`config.mk`:
```
export PLATFORM = sky130hd
export DESIGN_NAME = rse_isqrt
export DESIGN_NICKNAME = d
export VERILOG_FILES = /design/src/design/rse_pkg.sv /design/src/design/rse_isqrt.sv
export SDC_FILE = /design/constraint.sdc
export NUM_CORES = 1
export LEC_CHECK = 0
export ABC_AREA = 1
export BUFFER_PORTS_ARGS = -buffer_cell sky130_fd_sc_hd__buf_4
export CAP_MARGIN = 20
export CORE_MARGIN = 3
export CORE_UTILIZATION = 60
export CTS_BUF_LIST = sky130_fd_sc_hd__clkbuf_2 sky130_fd_sc_hd__clkbuf_4 sky130_fd_sc_hd__clkbuf_8
export CTS_CLUSTER_SIZE = 16
export DETAILED_ROUTE_END_ITERATION = 10
export GPL_ROUTABILITY_DRIVEN = 0
export PLACE_DENSITY = 0.81
export REMOVE_ABC_BUFFERS = 1
export SYNTH_ARGS = -nofsm -noshare
export SYNTH_HDL_FRONTEND = slang
export SYNTH_SLANG_ARGS = --single-unit
```
`constraint.sdc`:
```
create_clock -name clock -period 7.8 [get_ports clock]
set_clock_uncertainty 0.1 [all_clocks]
set_input_delay 0.39 -clock clock [delete_from_list [all_inputs] [get_ports clock]]
set_output_delay 0.39 -clock clock [all_outputs]
set_load 0.005 [all_outputs]
```
`src/design/rse_pkg.sv`:
```
// Shared types, constants and the control store for the Rossler Euler stepper.
// Depends on nothing; every other file of the block imports it.
`default_nettype none

package rse_pkg;

   // Fixed widths of the fixed-point datapath.
   localparam int WORD_W = 32;
   localparam int OPND_W = 33;
   localparam int PROD_W = 66;
   localparam int WIDE_W = 68;
   localparam int SQ_W   = 64;
   localparam int ROOT_W = 32;
   localparam int DT_W   = 17;
   localparam int PC_W   = 4;

   // Program addresses that the sequencer enters or jumps to.
   localparam logic [PC_W-1:0] PC_RESTART  = 4'd0;
   localparam logic [PC_W-1:0] PC_STEP     = 4'd2;
   localparam logic [PC_W-1:0] PC_SQ_FIRST = 4'd9;

   typedef enum logic [2:0] {
      CSR_COEF_A    = 3'd0,
      CSR_COEF_B    = 3'd1,
      CSR_COEF_C    = 3'd2,
      CSR_TIME_STEP = 3'd3,
      CSR_INIT_X    = 3'd4,
      CSR_INIT_Y    = 3'd5,
      CSR_INIT_Z    = 3'd6
   } rse_csr_index_type;

   typedef enum logic [3:0] {
      MUL_NONE,
      MUL_AY,
      MUL_XZ,
      MUL_CZ,
      MUL_DTEX,
      MUL_DTEY,
      MUL_DTEZ,
      MUL_DXDX,
      MUL_DYDY,
      MUL_DZDZ,
      MUL_XY,
      MUL_YZ
   } rse_mul_op_type;

   typedef enum logic [3:0] {
      ALU_NONE,
      ALU_INIT,
      ALU_DX,
      ALU_DY,
      ALU_ACC,
      ALU_DZ,
      ALU_POSX,
      ALU_POSY,
      ALU_POSZ,
      ALU_SQLOAD,
      ALU_SQADD,
      ALU_PXY,
      ALU_PXZ,
      ALU_PYZ
   } rse_alu_op_type;

   typedef enum logic [1:0] {
      SEQ_NEXT,
      SEQ_GOTO,
      SEQ_OUT
   } rse_seq_op_type;

   typedef struct packed {
      rse_mul_op_type  mul;
      rse_alu_op_type  alu;
      rse_seq_op_type  seq;
      logic [PC_W-1:0] target;
      logic            sqrt_start;
   } rse_uword_type;

   typedef struct packed {
      logic                     func;
      logic signed [WORD_W-1:0] drive_x;
      logic signed [WORD_W-1:0] drive_y;
      logic signed [WORD_W-1:0] drive_z;
   } rse_req_type;

   typedef struct packed {
      logic signed [WORD_W-1:0] pos_x;
      logic signed [WORD_W-1:0] pos_y;
      logic signed [WORD_W-1:0] pos_z;
      logic signed [WORD_W-1:0] vel_x;
      logic signed [WORD_W-1:0] vel_y;
      logic signed [WORD_W-1:0] vel_z;
      logic [WORD_W-2:0]        speed;
      logic signed [WORD_W-1:0] prod_xy;
      logic signed [WORD_W-1:0] prod_xz;
      logic signed [WORD_W-1:0] prod_yz;
   } rse_rsp_type;

   // Request to and status from the square root unit.
   typedef struct packed {
      logic            start;
      logic [SQ_W-1:0] operand;
   } rse_sqrt_req_type;

   typedef struct packed {
      logic              busy;
      logic [ROOT_W-1:0] root;
   } rse_sqrt_stat_type;

   // Sign-extend a state word to the wide accumulation width.
   function automatic logic signed [WIDE_W-1:0] ext_wide(input logic signed [WORD_W-1:0] v);
      ext_wide = {{(WIDE_W-WORD_W){v[WORD_W-1]}}, v};
   endfunction

   // Clamp a wide signed value into the signed word range.
   function automatic logic signed [WORD_W-1:0] sat_word(input logic signed [WIDE_W-1:0] v);
      logic [WIDE_W-WORD_W:0] upper;
      upper = v[WIDE_W-1:WORD_W-1];
      if ((&upper) || !(|upper)) begin
         sat_word = v[WORD_W-1:0];
      end else if (v[WIDE_W-1]) begin
         sat_word = {1'b1, {(WORD_W-1){1'b0}}};
      end else begin
         sat_word = {1'b0, {(WORD_W-1){1'b1}}};
      end
   endfunction

   // Control store. A word may start a multiply and retire the product
   // of the word before it; words 0, 14 and 15 start no multiply.
   function automatic rse_uword_type rse_ucode(input logic [PC_W-1:0] pc);
      rse_uword_type w;
      w = '{mul: MUL_NONE, alu: ALU_NONE, seq: SEQ_NEXT, target: PC_RESTART,
            sqrt_start: 1'b0};
      case (pc)
         4'd0: begin
            w.alu = ALU_INIT;
         end
         4'd1: begin
            w.mul    = MUL_DXDX;
            w.seq    = SEQ_GOTO;
            w.target = PC_SQ_FIRST;
         end
         4'd2: begin
            w.mul = MUL_AY;
            w.alu = ALU_DX;
         end
         4'd3: begin
            w.mul = MUL_XZ;
            w.alu = ALU_DY;
         end
         4'd4: begin
            w.mul = MUL_CZ;
            w.alu = ALU_ACC;
         end
         4'd5: begin
            w.mul = MUL_DTEX;
            w.alu = ALU_DZ;
         end
         4'd6: begin
            w.mul = MUL_DTEY;
            w.alu = ALU_POSX;
         end
         4'd7: begin
            w.mul = MUL_DTEZ;
            w.alu = ALU_POSY;
         end
         4'd8: begin
            w.mul = MUL_DXDX;
            w.alu = ALU_POSZ;
         end
         4'd9: begin
            w.mul = MUL_DYDY;
            w.alu = ALU_SQLOAD;
         end
         4'd10: begin
            w.mul = MUL_DZDZ;
            w.alu = ALU_SQADD;
         end
         4'd11: begin
            w.mul = MUL_XY;
            w.alu = ALU_SQADD;
         end
         4'd12: begin
            w.mul        = MUL_XZ;
            w.alu        = ALU_PXY;
            w.sqrt_start = 1'b1;
         end
         4'd13: begin
            w.mul = MUL_YZ;
            w.alu = ALU_PXZ;
         end
         4'd14: begin
            w.alu = ALU_PYZ;
         end
         4'd15: begin
            w.seq = SEQ_OUT;
         end
         default: begin
            w.seq = SEQ_OUT;
         end
      endcase
      rse_ucode = w;
   endfunction

endpackage

`default_nettype wire

```
`src/design/rse_isqrt.sv`:
```
// Integer square root of a 64-bit value, two result bits per cycle.
// Depends on rse_pkg for the widths and the request and status structs.
`default_nettype none

module rse_isqrt (
   input  wire                       clock,
   input  wire                       reset,
   input  rse_pkg::rse_sqrt_req_type sqrt_req,
   output rse_pkg::rse_sqrt_stat_type sqrt_stat
);
   import rse_pkg::*;

   localparam int REM_W   = ROOT_W + 4;
   localparam int ITERS   = SQ_W / 4;
   localparam int CNT_W   = $clog2(ITERS);

   logic [SQ_W-1:0]   n_ff;
   logic [REM_W-1:0]  rem_ff, rem_in;
   logic [ROOT_W-1:0] root_ff, root_in;
   logic [CNT_W-1:0]  cnt_ff;
   logic              busy_ff;

   // Two restoring digit steps: bring down a bit pair, try the trial divisor.
   always_comb begin
      logic [REM_W-1:0]  r;
      logic [REM_W-1:0]  t;
      logic [ROOT_W-1:0] q;
      r = rem_ff;
      q = root_ff;
      for (int k = 0; k < 2; k++) begin
         r = {r[REM_W-3:0], n_ff[SQ_W-1-2*k -: 2]};
         t = {2'b00, q, 2'b01};
         if (r >= t) begin
            r = r - t;
            q = {q[ROOT_W-2:0], 1'b1};
         end else begin
            q = {q[ROOT_W-2:0], 1'b0};
         end
      end
      rem_in  = r;
      root_in = q;
   end

   // Control: a start loads the operand, the count runs out after all pairs.
   always_ff @(posedge clock) begin
      if (reset) begin
         busy_ff <= 1'b0;
         cnt_ff  <= '0;
      end else if (sqrt_req.start) begin
         busy_ff <= 1'b1;
         cnt_ff  <= CNT_W'(ITERS - 1);
      end else if (busy_ff) begin
         busy_ff <= (cnt_ff != '0);
         cnt_ff  <= cnt_ff - 1'b1;
      end
   end

   // Operand shift and partial root.
   always_ff @(posedge clock) begin
      if (sqrt_req.start) begin
         n_ff    <= sqrt_req.operand;
         rem_ff  <= '0;
         root_ff <= '0;
      end else if (busy_ff) begin
         n_ff    <= {n_ff[SQ_W-5:0], 4'b0000};
         rem_ff  <= rem_in;
         root_ff <= root_in;
      end
   end

   assign sqrt_stat.busy = busy_ff;
   assign sqrt_stat.root = root_ff;

endmodule

`default_nettype wire

```
==> reports/metrics.csv, run 1 <==
stage,metric,value,unit
run_status,run_status,"finished, final reports clean",
timing,max_freq,0.160,GHz
detailed_routing,drc,0,
global_routing,antenna_found_initial,0,
synthesis,synth_cell_types,48,
synthesis,syn_inst,1559,
detailed_routing,drtIter0Drc,1032,
synthesis,avgSynthCellArea,6.76,um2
critical_path,cp_slowest_stage_delay,840,ps
detailed_routing,drtPass1Iterations,6,
final_layout,syn_to_final_growth,9.95,%
synthesis,yosysSeqAreaShare,31.7,%
clock_network,clk_transition_reported_paths,90,ps
synthesis,yosys_register_bits,135,
floorplan,chipWidth,139,um
floorplan,die_area,19200,um2
clock_network,cts.sinks,135,
timing,min_period,6230,ps
final_layout,final_common_cell,nand2_1,
floorplan,start_util,62.5,%
placed_design,io_buffers,99,
timing,drv_slew,0,
timing,hold_viol_final,0,
global_routing,overflow,0,
global_routing,grt_pass1_wl,47100,um
global_routing,grt_max_degree,97,
run,maxCapViolCount,0,
timing,setup_violations,0,
critical_path,worst_setup_path_start_kind,flip-flop,
detailed_routing,ant_nets,0,
timing,rsz0062_at_grt,no,
synthesis,synth_area,10500,um2
timing,layout_setup_ws,1570,ps
placed_design,dp_hpwl,21800,um
clock_network,numCtsBuffers,17,
floorplan,rows,47,
detailed_routing,viasPerCell,5.64,
final_layout,final_cell_mix,"532 x nand2_1, 214 x inv_1, 112 x nor2_1",
timing,setup-tns-final,0,ps
clock_network,h-tree-depth,4,
global_routing,track_usage,29.8,%
critical_path,critPathSlowestCell,inv_1,
clock_network,clock_latency,450,ps
synthesis,yosysWarnings,0,
timing,max-slew-margin-rel,34.1,%
detailed_routing,vias,10409,
critical_path,critPathMaxFanout,41,
floorplan,boundaryPins,100,
global_routing,grt_pass1_vias,9661,
clock_network,cts_root_buf,clkbuf_8,
final_layout,antenna_cells,0,
final_layout,nets,1749,
clock_network,cts_tree,built,
critical_path,path_class,flip-flop to flip-flop,
floorplan,die_h,139,um
critical_path,cp_num_buf_inv,4,
placed_design,post-place-ws,1800,ps
final_layout,drive_above_1_share,11.7,%
worst_hold_path,hp-class,input port to flip-flop,
critical_path,cp-end-kind,flip-flop,
timing,tightest_slew,988,ps
timing,fin_crit_sh,79.9,%
clock_network,clk_path_buf_depth,2,
detailed_routing,totalWireLength,29200,um
detailed_routing,wl_per_cell,15.8,um
timing,whs,90.5,ps
floorplan,core,16900,um2
critical_path,rrSetupSlack,1570,ps
critical_path,crit_arrival,6500,ps
critical_path,critical_path_required,8070,ps
critical_path,cp_top_family,simple AND/OR/NAND/NOR gates,
## final timing paths
path | to | from | cells past startpoint
min reg2reg | cnt_ff[1]$_SDFFE_PP0P_ | cnt_ff[1]$_SDFFE_PP0P_ | 2
max reg2reg | rem_ff[26]$_SDFFE_PP0P_ | root_ff[17]$_SDFFE_PP0P_ | 25
min | n_ff[2]$_SDFFCE_PN0P_ | sqrt_req[2] | 3
max | rem_ff[26]$_SDFFE_PP0P_ | root_ff[17]$_SDFFE_PP0P_ | 25
## final cells by class
type                            count  area, um2
Multi-Input combinational cell   1135       5920
Fill cell                        1487       5290
Sequential cell                   135       3340
Timing Repair Buffer              105        831
Inverter                          219        823
Tap cell                          220        275
Clock buffer                       19        249
Clock inverter                     12        146
## through the flow
| step | instances | utilization [%] | area, um2 |
|---|---|---|---|
| floorplan | 1489 | - | 10100 |
| global placement | 1811 | 66.0 | 11100 |
| detailed placement | 1811 | 66.0 | 11100 |
| CTS | 1843 | 68.4 | 11500 |
| global route | 1845 | 68.7 | 11600 |
| finish | 1845 | 68.7 | 11600 |
## Yosys cell counts, drive strengths merged
cell type    count  share of area [%]
o21ai           73                3.6
dfxtp           71                 13
inv            218                7.8
a21boi           3               0.21
a221oi           2               0.17
o21bai           7               0.50
and2             2               0.12
o211ai           3               0.21
xor2            26                2.2
a21o             1              0.071
buf             44                3.0
xnor2           17                1.4
nor2           122                4.9
nor3            11               0.57
nand4           16                1.0
dlygate4sd3      1              0.095
o21a             9               0.64
nand3b           4               0.28
a311oi           1              0.083
edfxtp          64                 18
clkbuf          25                1.2
nand2          556                 21
nand3           67                3.8
a21oi           92                4.5
ha              69                8.2
or2              1              0.059
nor4             2               0.12
clkinv           1              0.036
o22ai           31                1.8
o31ai            2               0.14
a211oi           1              0.071
a31oi           17                1.0
## routing by layer
metal / track usage (%) / routed length [um]
met5: 0 / 0
met3: 6.41 / 2700
met1: 38.9 / 12100
met2: 46.9 / 12900
met4: 14.6 / 1480
## cells by family after synthesis
| family | share of synthesized area (%) |
|---|---|
| flops | 31.7 |
| buf+inv | 12.1 |
| fa+ha+maj | 8.19 |
| simple gates | 31.4 |
| compound gates | 13.0 |
| xor+xnor | 3.57 |
## sequential cells by signal, summed over array words and instances (netlist names)
name / cells
rem_ff: 34
cnt_ff: 4
n_ff: 64
root_ff: 32
busy_ff: 1
## worst register-to-register path, delay by kind of cell (launching register included)
kind / cells / cell delay [ps]
flip-flops: 1 / 340
adder cells (fa/ha/maj): 2 / 800
AND/OR/NAND/NOR: 14 / 2130
AO/OA/AOI/OAI: 5 / 1650
buffers and inverters: 4 / 1130
## repair_timing
item / CTS / global route
endpoints found under the hold margin: 1 / 0
hold buffers: 1 / 0
resized for setup: 0 / 0
setup buffers: 0 / 0
Power of run 1 is not shown: default switching activity piles up to over one toggle a cycle in this logic, so the estimate is an artifact.
==> inputs of run 2 (changes only) <==
==> constraint.sdc (replaced) <==
create_clock -name clock -period 5.75 [get_ports clock]
set_clock_uncertainty 0.1 [all_clocks]
set_input_delay 0.2875 -clock clock [delete_from_list [all_inputs] [get_ports clock]]
set_output_delay 0.2875 -clock clock [all_outputs]
set_load 0.005 [all_outputs]
==> run 2 against run 1 <==
  * Setup slack lost 1200 ps
  * Critical path depth grew 3
  * Wire length grew 7.4%
  * Critical path type unchanged
==> reports/metrics.csv, run 2 (synthesized netlist as in run 1, its figures left out) <==
stage,metric,value,unit
detailed_routing,vias,10789,
clock_network,clk_transition_reported_paths,90,ps
clock_network,cts_tree,built,
global_routing,grt_max_degree,81,
global_routing,overflow,0,
global_routing,antenna_found_initial,0,
critical_path,critical_path_required,6050,ps
placed_design,dp_hpwl,21600,um
critical_path,cp-end-kind,flip-flop,
timing,setup-tns-final,0,ps
timing,layout_setup_ws,382,ps
worst_hold_path,hp-class,input port to flip-flop,
final_layout,reg.largest.list,"n_ff (64), rem_ff (34), root_ff (32)",
clock_network,clock_latency,470,ps
final_layout,antenna_cells,0,
floorplan,start_util,62.5,%
clock_network,cts.sinks,135,
floorplan,core,16900,um2
final_layout,final_cell_mix,"532 x nand2_1, 214 x inv_1, 112 x nor2_1",
detailed_routing,ant_nets,0,
final_layout,syn_to_final_growth,16.3,%
final_layout,nFillCells,1341,
floorplan,rows,47,
clock_network,numCtsBuffers,17,
placed_design,post-place-ws,581,ps
final_layout,regMostFlops,n_ff,
critical_path,cp_slowest_stage_delay,540,ps
floorplan,boundaryPins,100,
detailed_routing,wl_per_cell,16.4,um
detailed_routing,drtIter0Drc,1075,
timing,tightest_slew,1030,ps
timing,min_period,5370,ps
global_routing,grt_pass1_vias,10344,
timing,hold_viol_final,0,
detailed_routing,viasPerCell,5.64,
clock_network,cts_root_buf,clkbuf_8,
floorplan,die_area,19200,um2
clock_network,ctsResizeCount,0,
detailed_routing,totalWireLength,31400,um
global_routing,grt_pass1_wl,50900,um
final_layout,seqCellArea,3340,um2
final_layout,multi_input_area,5920,um2
critical_path,path_common_cell,nor2_1,
timing,drv_slew,0,
critical_path,critPathMaxFanout,20,
final_layout,nets,1817,
timing,rsz0062_at_grt,no,
critical_path,path_class,flip-flop to flip-flop,
global_routing,track_usage,32.3,%
timing,max-slew-margin-rel,31.6,%
floorplan,chipWidth,139,um
floorplan,die_h,139,um
clock_network,h-tree-depth,4,
final_layout,largest_register_ffs,64,
clock_network,clk_path_buf_depth,2,
final_layout,final_common_cell,nand2_1,
timing,setup_violations,0,
critical_path,crit_arrival,5670,ps
timing,fin_crit_sh,93.4,%
run_status,run_status,"finished, final reports clean",
clock_network,postCtsSetupBuffers,0,
critical_path,critPathSlowestCell,inv_1,
final_layout,drive_above_1_share,11.7,%
detailed_routing,drc,0,
detailed_routing,drtPass1Iterations,6,
run,maxCapViolCount,0,
timing,max_freq,0.186,GHz
critical_path,worst_setup_path_start_kind,flip-flop,
placed_design,io_buffers,99,
==> run 2: cell count changes in the layout (fill, tap and decap cells not counted), sizes merged <==
cell | before | now
dlygate4sd3 | 1 | 62
clkinv | 8 | 5
inv | 220 | 226
clkbuf | 19 | 17
buf | 104 | 111
==> run 2: routing by layer <==
layer | wire length (um) | vias up | part of all wire, % | track usage (%)
li1 | - | 5231 | - | -
met1 | 12400 | 4830 | 40 | 41.3
met2 | 14200 | 617 | 45 | 52.7
met3 | 3210 | 111 | 10 | 6.41
met4 | 1500 | 0 | 4.8 | 15.4
met5 | 0 | - | 0 | 0
==> run 2: layout make-up <==
cell class,count,share of cell area [%]
Inverter,219,6.71
Sequential cell,135,27.3
Timing Repair Buffer,173,12.1
Clock buffer,17,1.91
Multi-Input combinational cell,1135,48.3
Tap cell,220,2.24
Clock inverter,15,1.46
==> run 2: path summary, 6_finish.rpt <==
kind	end	startpoint	slack, ps	depth (start not counted)
worst min-delay path	n_ff[35]$_DFFE_PP_	sqrt_req[35]	40	3
worst min register to register	rem_ff[1]$_SDFFE_PP0P_	rem_ff[1]$_SDFFE_PP0P_	400	2
worst max register to register	rem_ff[18]$_SDFFE_PP0P_	root_ff[17]$_SDFFE_PP0P_	380	28
worst max-delay path	rem_ff[18]$_SDFFE_PP0P_	root_ff[17]$_SDFFE_PP0P_	380	28
==> run 2: critical path: cells and delay by family, from the launching register on <==
kind / cells / cell delay, ps
buf+inv: 5 / 1110
flops: 1 / 330
simple gates: 18 / 2350
compound gates: 3 / 650
fa+ha+maj: 2 / 750
==> run 2: per-stage QoR <==
stage | utilization, % | instances | instance area (um2) | hold slack [ps]
final | 72.7 | 1914 | 12300 | 39.7
after detailed placement | 66.4 | 1819 | 11200 | 379
after floorplan | - | 1489 | 10100 | 257
after global routing | 72.7 | 1914 | 12300 | 29.8
after CTS | 72.4 | 1912 | 12200 | 2.65
after global placement | 66.4 | 1819 | 11200 | 375
==> run 2: timing repair <==
| action | 4_1_cts | 5_1_grt |
|---|---|---|
| hold endpoints to repair | 65 | 1 |
| hold buffers | 61 | 1 |
| endpoints found under the setup margin | 0 | 0 |
Power of run 2 is left out for the same reason.
